==> config.mk <==
export PLATFORM = sky130hd
export DESIGN_NAME = congestion_degradation_policy
export DESIGN_NICKNAME = d
export VERILOG_FILES = /design/src/design/cdp_pkg.sv /design/src/design/congestion_degradation_policy.sv
export SDC_FILE = /design/constraint.sdc
export NUM_CORES = 2
export LEC_CHECK = 0
export ABC_AREA = 1
export BUFFER_PORTS_ARGS = -buffer_cell sky130_fd_sc_hd__buf_2
export CAP_MARGIN = 40
export CORE_MARGIN = 2
export CORE_UTILIZATION = 64
export DETAILED_ROUTE_END_ITERATION = 8
export PLACE_DENSITY_LB_ADDON = 0.2
export SYNTH_ARGS = -nofsm -noshare
export SYNTH_HDL_FRONTEND = slang
export SYNTH_SLANG_ARGS = --single-unit
export TNS_END_PERCENT = 20
==> constraint.sdc <==
create_clock -name aclk -period 8.6 [get_ports aclk]
set_clock_uncertainty 0.1 [all_clocks]
set_input_delay 1.72 -clock aclk [delete_from_list [all_inputs] [get_ports aclk]]
set_output_delay 1.72 -clock aclk [all_outputs]
set_load 0.1 [all_outputs]
==> src/design/cdp_pkg.sv <==
// cdp_pkg: shared types, register indexes and level lookup for the
// congestion degradation policy; no dependencies
package cdp_pkg;

    localparam int DEF_MAX_SLOTS  = 8;
    localparam int DEF_MAX_LEVELS = 8;

    localparam int IN_TDATA_W  = 104;
    localparam int OUT_TDATA_W = 8;
    localparam int CFG_IDX_W   = 3;
    localparam int CFG_DATA_W  = 64;

    typedef enum logic [CFG_IDX_W-1:0] {
        REG_MONITOR_PRESENT = 3'd0,
        REG_SLOT_COUNT      = 3'd1,
        REG_LEVEL_COUNT     = 3'd2,
        REG_LEVELS_LOW      = 3'd3,
        REG_LEVELS_HIGH     = 3'd4,
        REG_HOLD_OFF        = 3'd5,
        REG_UPGRADE_CHANCE  = 3'd6
    } cfg_reg_t;

    typedef enum logic [2:0] {
        ST_IDLE,
        ST_SCAN_LO,
        ST_SCAN_HI,
        ST_CHECK,
        ST_MULT,
        ST_DOWN,
        ST_UP,
        ST_DONE
    } cdp_state_t;

    // 16-bit q8.8 level value out of the two level words
    function automatic logic [15:0] level_of(input logic [63:0] lo, input logic [63:0] hi,
                                             input logic [2:0] idx);
        logic [63:0] w;
        w = idx[2] ? hi : lo;
        return w[16*idx[1:0] +: 16];
    endfunction

endpackage

==> src/design/congestion_degradation_policy.sv <==
// congestion_degradation_policy: top level, sequencer around one shared
// multiplier and one add/compare unit; depends on cdp_pkg
//
// usage:
//   s_ channel: one request beat = slot, level, capacity ratio, two times
//   and a random draw. m_ channel: one result beat = signed level change.
//   cfg channel: register index plus 64-bit data, always ready; write only
//   while no request is in flight.
// sequence:
//   a request walks the slots up to and including its own (one slot a
//   cycle through the hold-off adder), then, for a ratio above 256, the
//   slots above it, then a check state, a multiply state and a level walk
//   (one level a cycle, until a compare fails); any of these may end it
//   early. s_tready is low for the whole walk and rises again in the same
//   cycle as the result appears.
// reset:
//   aresetn low clears all per-slot state, the registers to their defaults
//   and the result valid flag.
// stall:
//   the result waits in an output register; a new request is taken while
//   it waits, and a second finished result holds the sequencer until the
//   first beat leaves.
module congestion_degradation_policy #(
    parameter int MAX_SLOTS  = cdp_pkg::DEF_MAX_SLOTS,
    parameter int MAX_LEVELS = cdp_pkg::DEF_MAX_LEVELS
) (
    input  logic                             aclk,
    input  logic                             aresetn,
    // request: slot_index[2:0], current_level[5:3], cap_ratio[21:6],
    // measure_time[53:22], now_time[85:54], random_draw[101:86], zero pad
    input  logic                             s_tvalid,
    output logic                             s_tready,
    input  logic [cdp_pkg::IN_TDATA_W-1:0]   s_tdata,
    // result: level_delta[3:0] signed, zero pad
    output logic                             m_tvalid,
    input  logic                             m_tready,
    output logic [cdp_pkg::OUT_TDATA_W-1:0]  m_tdata,
    // configuration writes
    input  logic                             cfg_valid,
    output logic                             cfg_ready,
    input  logic [cdp_pkg::CFG_IDX_W-1:0]    cfg_index,
    input  logic [cdp_pkg::CFG_DATA_W-1:0]   cfg_data
);
    import cdp_pkg::*;

    localparam int SW = (MAX_SLOTS > 1) ? $clog2(MAX_SLOTS) : 1;

    // configuration registers
    logic        mon_reg;
    logic [3:0]  slot_cnt_reg;
    logic [3:0]  lvl_cnt_reg;
    logic [63:0] lvl_lo_reg;
    logic [63:0] lvl_hi_reg;
    logic [15:0] hold_reg;
    logic [15:0] chance_reg;

    // per-slot state
    logic [31:0] lct_reg  [MAX_SLOTS];
    logic [31:0] lchk_reg [MAX_SLOTS];
    logic [2:0]  sdf_reg  [MAX_SLOTS];
    logic [2:0]  suf_reg  [MAX_SLOTS];

    // request latch
    logic [2:0]  slot_reg;
    logic [2:0]  cur_reg;
    logic [15:0] c_reg;
    logic [31:0] meas_reg;
    logic [31:0] now_reg;
    logic [15:0] draw_reg;

    // working registers
    cdp_state_t  state_reg, state_next;
    logic [SW-1:0] idx_reg;
    logic [2:0]  t_reg;
    logic [3:0]  ms_reg;
    logic [31:0] prod_reg;
    logic        upd_reg;
    logic        m_tvalid_reg;
    logic [3:0]  delta_reg;

    logic        s_accept;
    logic        out_free;

    // clamped counts
    logic [4:0]  n_eff;
    logic [3:0]  lc_eff;
    logic [4:0]  slot_x;
    logic [4:0]  idx_x;
    logic [SW-1:0] slot_i;

    assign n_eff  = ({1'b0, slot_cnt_reg} > 5'(MAX_SLOTS)) ? 5'(MAX_SLOTS)
                                                           : {1'b0, slot_cnt_reg};
    assign lc_eff = (lvl_cnt_reg == 4'd0) ? 4'd1 :
                    (lvl_cnt_reg > 4'(MAX_LEVELS)) ? 4'(MAX_LEVELS) : lvl_cnt_reg;
    assign slot_x = {2'b00, slot_reg};
    assign idx_x  = 5'(idx_reg);
    assign slot_i = SW'(slot_reg);

    // shared hold-off adder and compare
    logic [32:0] hold_sum;
    logic        held;
    assign hold_sum = {1'b0, lct_reg[idx_reg]} + 33'(hold_reg);
    assign held     = hold_sum > {1'b0, meas_reg};

    // level walk compares
    logic [15:0] lvl_t, lvl_ms, lvl_cur;
    logic [36:0] down_lhs, down_rhs;
    logic        down_go, up_go;
    logic [4:0]  mid_sum;
    assign lvl_t    = level_of(lvl_lo_reg, lvl_hi_reg, t_reg);
    assign lvl_ms   = level_of(lvl_lo_reg, lvl_hi_reg, ms_reg[2:0]);
    assign lvl_cur  = level_of(lvl_lo_reg, lvl_hi_reg, cur_reg);
    // 20 * c * l[cur] against 19 * 256 * l[t]
    assign down_lhs = (37'(prod_reg) << 4) + (37'(prod_reg) << 2);
    assign down_rhs = (37'(lvl_t) << 12) + (37'(lvl_t) << 9) + (37'(lvl_t) << 8);
    assign down_go  = (t_reg != 3'd0) && (down_lhs < down_rhs);
    assign up_go    = (ms_reg < lc_eff) && ({8'h00, lvl_ms, 8'h00} < prod_reg);
    assign mid_sum  = 5'(ms_reg) + 5'(cur_reg) + 5'd1;

    logic        checked;
    assign checked = lchk_reg[slot_i] > lct_reg[slot_i];

    assign out_free = !m_tvalid_reg || m_tready;

    // next state
    always_comb begin
        state_next = state_reg;
        unique case (state_reg)
            ST_IDLE: begin
                if (s_accept) begin
                    if (!mon_reg || n_eff == 5'd0 || {2'b00, s_tdata[2:0]} >= n_eff) begin
                        state_next = ST_DONE;
                    end else begin
                        state_next = ST_SCAN_LO;
                    end
                end
            end
            ST_SCAN_LO: begin
                if (held && c_reg != 16'd0) begin
                    state_next = ST_DONE;
                end else if (idx_x == slot_x) begin
                    if (c_reg > 16'd256 && n_eff - 5'd1 > slot_x) begin
                        state_next = ST_SCAN_HI;
                    end else begin
                        state_next = ST_CHECK;
                    end
                end else if (c_reg < 16'd256 && sdf_reg[idx_reg] != 3'd0) begin
                    state_next = ST_DONE;
                end
            end
            ST_SCAN_HI: begin
                if (suf_reg[idx_reg] != 3'd0 || held) begin
                    state_next = ST_DONE;
                end else if (idx_x - 5'd1 == slot_x) begin
                    state_next = ST_CHECK;
                end
            end
            ST_CHECK: begin
                if (!checked || {1'b0, cur_reg} >= lc_eff) begin
                    state_next = ST_DONE;
                end else begin
                    state_next = ST_MULT;
                end
            end
            ST_MULT: begin
                if (c_reg <= 16'd243) begin
                    state_next = ST_DOWN;
                end else if (c_reg >= 16'd282 && {1'b0, cur_reg} < lc_eff - 4'd1
                             && cur_reg != 3'd0) begin
                    state_next = ST_UP;
                end else begin
                    state_next = ST_DONE;
                end
            end
            ST_DOWN: begin
                if (!down_go) begin
                    state_next = ST_DONE;
                end
            end
            ST_UP: begin
                if (!up_go) begin
                    state_next = ST_DONE;
                end
            end
            ST_DONE: begin
                if (out_free) begin
                    state_next = ST_IDLE;
                end
            end
            default: state_next = ST_IDLE;
        endcase
    end

    // handshake outputs
    always_comb begin
        s_tready = (state_reg == ST_IDLE);
        s_accept = s_tvalid && s_tready;
    end

    assign cfg_ready = 1'b1;
    assign m_tvalid  = m_tvalid_reg;
    assign m_tdata   = {4'h0, delta_reg};

    always_ff @(posedge aclk) begin
        if (!aresetn) begin
            state_reg    <= ST_IDLE;
            m_tvalid_reg <= 1'b0;
            mon_reg      <= 1'b0;
            slot_cnt_reg <= 4'd0;
            lvl_cnt_reg  <= 4'd1;
            lvl_lo_reg   <= 64'd0;
            lvl_hi_reg   <= 64'd0;
            hold_reg     <= 16'd1000;
            chance_reg   <= 16'd3277;
            upd_reg      <= 1'b0;
            for (int i = 0; i < MAX_SLOTS; i++) begin
                lct_reg[i]  <= 32'd0;
                lchk_reg[i] <= 32'd0;
                sdf_reg[i]  <= 3'd0;
                suf_reg[i]  <= 3'd0;
            end
        end else begin
            state_reg <= state_next;

            if (cfg_valid) begin
                unique case (cfg_index)
                    REG_MONITOR_PRESENT: mon_reg      <= cfg_data[0];
                    REG_SLOT_COUNT:      slot_cnt_reg <= cfg_data[3:0];
                    REG_LEVEL_COUNT:     lvl_cnt_reg  <= cfg_data[3:0];
                    REG_LEVELS_LOW:      lvl_lo_reg   <= cfg_data;
                    REG_LEVELS_HIGH:     lvl_hi_reg   <= cfg_data;
                    REG_HOLD_OFF:        hold_reg     <= cfg_data[15:0];
                    REG_UPGRADE_CHANCE:  chance_reg   <= cfg_data[15:0];
                    default: ;
                endcase
            end

            // a finished result loads the output register once it is free
            if (state_reg == ST_DONE && out_free) begin
                m_tvalid_reg <= 1'b1;
            end else if (m_tready) begin
                m_tvalid_reg <= 1'b0;
            end

            case (state_reg)
                ST_IDLE: begin
                    upd_reg <= 1'b0;
                    idx_reg <= '0;
                end
                ST_SCAN_LO: begin
                    if (idx_x == slot_x) begin
                        idx_reg <= SW'(n_eff - 5'd1);
                    end else begin
                        idx_reg <= idx_reg + SW'(1);
                    end
                end
                ST_SCAN_HI: begin
                    idx_reg <= idx_reg - SW'(1);
                end
                ST_CHECK: begin
                    // check time recorded before the level range test
                    lchk_reg[slot_i] <= meas_reg;
                end
                ST_MULT: begin
                    // the one multiply of a request
                    prod_reg <= c_reg * lvl_cur;
                    upd_reg  <= 1'b1;
                    ms_reg   <= {1'b0, cur_reg};
                    if (c_reg >= 16'd282 && {1'b0, cur_reg} < lc_eff - 4'd1
                        && cur_reg == 3'd0) begin
                        t_reg <= 3'd1;
                    end else begin
                        t_reg <= cur_reg;
                    end
                end
                ST_DOWN: begin
                    if (down_go) begin
                        t_reg <= t_reg - 3'd1;
                    end
                end
                ST_UP: begin
                    if (up_go) begin
                        ms_reg <= ms_reg + 4'd1;
                    end else if (draw_reg < chance_reg) begin
                        t_reg <= mid_sum[3:1];
                    end
                end
                ST_DONE: begin
                    if (out_free) begin
                        if (upd_reg) begin
                            if (t_reg != cur_reg) begin
                                lct_reg[slot_i] <= now_reg;
                            end
                            sdf_reg[slot_i] <= t_reg;
                            suf_reg[slot_i] <= 3'(lc_eff - {1'b0, t_reg} - 4'd1);
                        end
                    end
                end
                default: ;
            endcase
        end
    end

    // payload registers
    always_ff @(posedge aclk) begin
        if (s_accept) begin
            slot_reg <= s_tdata[2:0];
            cur_reg  <= s_tdata[5:3];
            c_reg    <= s_tdata[21:6];
            meas_reg <= s_tdata[53:22];
            now_reg  <= s_tdata[85:54];
            draw_reg <= s_tdata[101:86];
        end
        if (state_reg == ST_DONE && out_free) begin
            delta_reg <= upd_reg ? 4'({1'b0, t_reg} - {1'b0, cur_reg}) : 4'd0;
        end
    end

endmodule

**Word level (Yosys, flattened, before mapping)**

Memory sizes are Yosys's and may differ from the RTL's. A register that Yosys moved wholly into a read port is not among the register bits.
Index checks and enable logic that the tools add are counted.

- Input port bits: 176
- Memory bits (read-only): 0
- Word-level logic and storage cells: 200
- Memory bits (writable): 560
- Register bits: 322
- Latch bits: 0
- Memories: 4

Memories:

| name | depth | bits a word | read ports | clocked after Yosys merged registers in | wr ports | line | text |
|---|---|---|---|---|---|---|---|
| lchk_reg | 8 | 32 | 1 | 1 | 8 | congestion_degradation_policy.sv:59 | `logic [31:0] lchk_reg [MAX_SLOTS];` |
| lct_reg | 8 | 32 | 2 | 2 | 8 | congestion_degradation_policy.sv:58 | `logic [31:0] lct_reg [MAX_SLOTS];` |
| sdf_reg | 8 | 3 | 1 | 1 | 8 | congestion_degradation_policy.sv:60 | `logic [2:0] sdf_reg [MAX_SLOTS];` |
| suf_reg | 8 | 3 | 1 | 1 | 8 | congestion_degradation_policy.sv:61 | `logic [2:0] suf_reg [MAX_SLOTS];` |

- Multiplexer cells: 65
- Shifts and indexed selects: 3
- Bitwise logic cells: 0
- $add $sub $neg: 16
- $mul: 1
- Order comparisons: 16
- Equality and inequality tests: 25
- Reductions and logical operators: 49
- Divide/modulo/power cells: 0

Operator list:

| kind | number |
|---|---|
| $mux W64 | 3 |
| $shiftx A64 B7 Y16 | 3 |
| $mux W3 | 26 |
| $mux W32 | 2 |
| $reduce_or A32 Y1 | 2 |
| $add A36 B34 Y37 | 1 |
| $lt A37 B30 Y1 | 1 |
| $add A32 B16 Y33 | 1 |
| $gt A33 B32 Y1 | 1 |
| $gt A32 B32 Y1 | 1 |
| $lt A24 B32 Y1 | 1 |
| $mul A16 B16 Y32 | 1 |
| $add A29 B24 Y30 | 1 |
| $add A28 B25 Y29 | 1 |
| $pmux W3 S8 | 1 |
| $mux W1 | 23 |
| $eq A3 B3 Y1 const B | 7 |
| $pmux W3 S3 | 2 |
| $reduce_and A2 Y1 | 9 |
| $reduce_bool A3 Y1 | 6 |
| $ge A16 B9 Y1 const B | 1 |
| $gt A16 B9 Y1 const B | 1 |
| $le A16 B8 Y1 const B | 1 |
| $lt A16 B16 Y1 | 1 |
| 40 further kinds | 78 |

**Longest topological paths before layout**

- Depth after elaboration: 10
- Depth in mapped cells: 47

**Worst setup path after synthesis**

No wires, ideal clock.

- Path kind: register -> register
- From: reg cur_reg[1]
- To: reg prod_reg[28], data pin
- Data arrival time: 6.662 ns
- Library setup time: 0.262 ns
- Data required time: 8.238 ns
- Buffers on the path: 2
- Stages on the path, launching flop included: 28
- Slack: 1.576 ns
- Cell sequence: edfxtp_1 > clkbuf_1 > clkinv_1 > clkbuf_1 > nand3_1 > nand2_1 > inv_1 > nand2_1 > fa_1 > fa_1 > inv_1 > fa_1 > fa_1 > fa_1 > inv_1 > fa_1 > inv_1 > ha_1 > a21oi_1 > inv_1 > a221oi_1 > o21ai_0 > a21oi_1 > nor2_1 > nor2_1 > o21ai_0 > a21oi_1 > xor2_1

- Cells in the longest elaborated chain, start to end: 2

RTL lines:

| element | line | text |
|---|---|---|
| start, declared | congestion_degradation_policy.sv:65 | `logic [2:0] cur_reg;` |
| start signal, assigned | congestion_degradation_policy.sv:308 | `cur_reg <= s_tdata[5:3];` |
| $shiftx A64 B7 Y16 | cdp_pkg.sv:39 | `return w[16*idx[1:0] +: 16];` |
| $mul A16 B16 Y32 | congestion_degradation_policy.sv:266 | `prod_reg <= c_reg * lvl_cur;` |
| end signal, assigned | congestion_degradation_policy.sv:266 |  |
| end, declared | congestion_degradation_policy.sv:76 | `logic [31:0] prod_reg;` |

No other way between the ends.
A chain may end at the register's enable or synchronous reset.

**Worst setup path in the final report**

- From: reg cur_reg[0]
- To: reg prod_reg[28], data pin

Same word-level chain as after synthesis.

==> impl_results.md <==
- Largest net degree at the start of global routing: 169
- Syn Inst Count: 6516
- CP required: 8.93 ns
- Initial Util: 64.54%
- RSZ-0062 raised after global routing: no
- Worst R2R Setup Slack: 0.68 ns
- Cells on worst reg2reg path: 27
- DP HPWL: 110700 microns
- Asr flop ratio synth: 0%
- Clock sinks: 888
- Grt peak-use layer: met2
- Hold crit path type: reg2reg
- Die width: 299.8 microns
- Vias in the first global route: 45.46k
- RR Startpoint: cur_reg[0]
- Largest area contributor in the synthesized netlist: edfxtp_1
- Post-synthesis sequential area ratio: 44.41%
- Share of Yosys cell area claimed by the top area cell type: 37.97%
- Setup bufs post-CTS: 0
- Overflow after GRT: 0
- Count leader, synth: nor2_1
- Final nets: 7254
- Crit path DAT: 8.25 ns
- Worst-Margin Slew: 0.9894 ns
- Min-Delay Path Depth: 2
- Status: complete, no violations
- Post-DRT Antenna Nets: 0
- Routed length per placed instance: 21.27 microns
- Cell Area, Synth: 0.05599 sq mm
- TNS Setup: 0 ns
- Critical path launch point type: flop
- Slowest stage cell, crit path: edfxtp_1
- Final slew viol count: 0
- Clock buffer count from CTS: 92
- All-layer global routing usage: 36.49%
- Vias after detailed routing: 47.62k
- Drt first pass iters: 6
- Post-Route WL: 165700 microns
- Met3 usage: 4.906%
- Clk Tree Root Cell: clkbuf_16
- Family with the most delay on the worst path: adder cells
- H-Tree Depth: 3
- Period utilisation layout: 92.12%
- Vias per inst: 6.114
- WHS Endpoint: chance_reg[12]
- Clock Latency Late Sink: 0.68 ns
- Top cell types by occurrence after synthesis: nor2_1 (1371), o21ai_0 (833), edfxtp_1 (708)
- CP endpoint kind: flop
- Reg clk slew, reported paths: 0.06 ns
- Syn. warnings: 0
- Antenna violations before repair: 6
- GR Layer Usage met2: 58.42%
- CP most frequent cell: fa_1
- Ratio of cells with drive above 1 in the final layout: 7.076%
- Largest cells by area after synthesis: edfxtp_1 (38%), nor2_1 (9.2%), fa_1 (7.6%), o21ai_0 (7.4%), ha_1 (7.0%)
- Post-route minimum period: 7.922 ns
- CTS tree: built
- Clock buffer depth: 3
- Largest stage delay on the critical path: 0.82 ns
- P&R area growth vs syn: 9.229%
- Relative slew slack: 33.34%
- First-pass GRT wire length: 252400 microns
- Hold_sp: chance_reg[12]
- FF-to-FF End: prod_reg[28]
- Stages on the worst setup path: 27
- Routability congestion estimate: 0.9824
- Synthesized flop and latch total: 888
- Hold Violations, Final: 0
- Finish-stage setup viols: 0
- Max Cap Viol: 0
- I/O pins: 187
- Post-CTS Hold Buffers: 0
- Post-synth EDFFs: 708
- Post-synth cell types: 57
- DIE HEIGHT: 299.8 microns
- Crit-path max FO: 22
- Buffers on Ports: 179
- DIE AREA: 0.08987 sq mm
- FP Rows: 108
- Max Clk Rate: 0.1262 GHz
- Iteration-0 DRC count of the detailed router: 6036
- DRC Markers: 0
- Ys flop type: edfxtp_1
- CTS-repair resized insts: 0
- Core area: 0.08675 sq mm
- Critical path class: reg2reg
- Crit path buf inv count: 6
- Avg Inst Size Synth: 8.593 sq um
- Met1 usage in global routing: 46.50%
==> layout by cell type, fill, tap and decap left out, types with 6 or more instances in the layout <==
master / n
a31oi_1: 86
clkinv_2: 14
o22ai_1: 35
inv_2: 7
nor4_1: 24
buf_12: 7
o211ai_1: 112
buf_2: 180
a211oi_1: 8
clkinv_1: 67
xnor2_1: 36
clkbuf_16: 96
fa_1: 212
nand2_1: 671
xor2_1: 75
a21oi_1: 453
nand4_1: 25
o21a_1: 8
nor2_1: 1370
o21ai_0: 833
nand3_1: 127
bufinv_16: 13
a21o_1: 11
o221ai_1: 6
inv_1: 652
dfxtp_1: 175
nor3_1: 32
clkbuf_1: 13
diode_2: 6
ha_1: 314
nand2_2: 10
o21ai_1: 57
buf_4: 97
edfxtp_1: 708
o21bai_1: 8
==> layer usage <==
layer	part of all wire [%]	wire length [microns]
met4	7.6	12620
met1	36	60370
met5	0.0066	11
met2	46	76470
met3	9.8	16220
==> kinds of logic after synthesis <==
kind of cell	synth area share (%)
simple gates	15.95
compound gates	15.94
buf+inv	7.305
flops	44.41
fa+ha+maj	14.60
xor+xnor	1.736
mux	0.05363
other cells	0.01341
==> per-stage QoR <==
| step | worst slack [ns] | cells | util, % | instance area (sq um) | hold slack [ns] |
|---|---|---|---|---|---|
| CTS | 0.7071 | 7780 | 70.46 | 61120 | 0.3660 |
| finish | 0.6777 | 7789 | 70.50 | 61160 | 0.3647 |
| detailed placement | 0.7473 | 7610 | 66.80 | 57950 | 0.3562 |
| global route | 0.2335 | 7787 | 70.49 | 61150 | 0.3810 |
| global placement | 0.6856 | 7603 | 66.63 | 57810 | 0.3469 |
| floorplan | 1.576 | 6519 | - | 56000 | 0.3353 |
==> area by class of cell <==
| type | count | area (sq um) |
|---|---|---|
| fillers | 6790 | 25600 |
| well taps | 1155 | 1445 |
| repair buffers | 291 | 1904 |
| multi-input cells | 4570 | 27070 |
| clock inverters | 59 | 693.2 |
| clock buffers | 111 | 2479 |
| diodes | 6 | 15.01 |
| flip-flops and latches | 888 | 24880 |
| inverters | 709 | 2666 |
==> worst max-delay path by stage <==
| stage | startpoint | to | slack [ns] |
|---|---|---|---|
| after detailed placement | cur_reg[0] | prod_reg[28] | 0.75 |
| after floorplan | cur_reg[1] | prod_reg[28] | 1.58 |
| final | cur_reg[0] | prod_reg[28] | 0.68 |
| after CTS | cur_reg[0] | prod_reg[28] | 0.71 |
| after global routing | cur_reg[2] | prod_reg[28] | 0.23 |
| after global placement | cur_reg[2] | prod_reg[28] | 0.69 |
==> worst register-to-register path: stages, from the launching register on <==
cell	delay, ns
edfxtp_1	0.82
buf_12	0.26
a21oi_1	0.06
o21ai_0	0.10
nand3_1	0.10
nand2_1	0.45
inv_1	0.31
nand2_1	0.16
fa_1	0.46
fa_1	0.55
inv_1	0.06
fa_1	0.50
fa_1	0.52
fa_1	0.57
inv_1	0.06
fa_1	0.58
inv_1	0.06
ha_1	0.31
a21oi_1	0.14
inv_1	0.07
a221oi_1	0.38
o21ai_0	0.16
a21oi_1	0.28
nor2_1	0.07
nor2_1	0.16
o21ai_0	0.16
a21oi_1	0.18
xor2_1	0.08
Power is left out: the tool's default activity adds up to more than one toggle a clock period on the data nets, which glitch-free logic cannot reach.
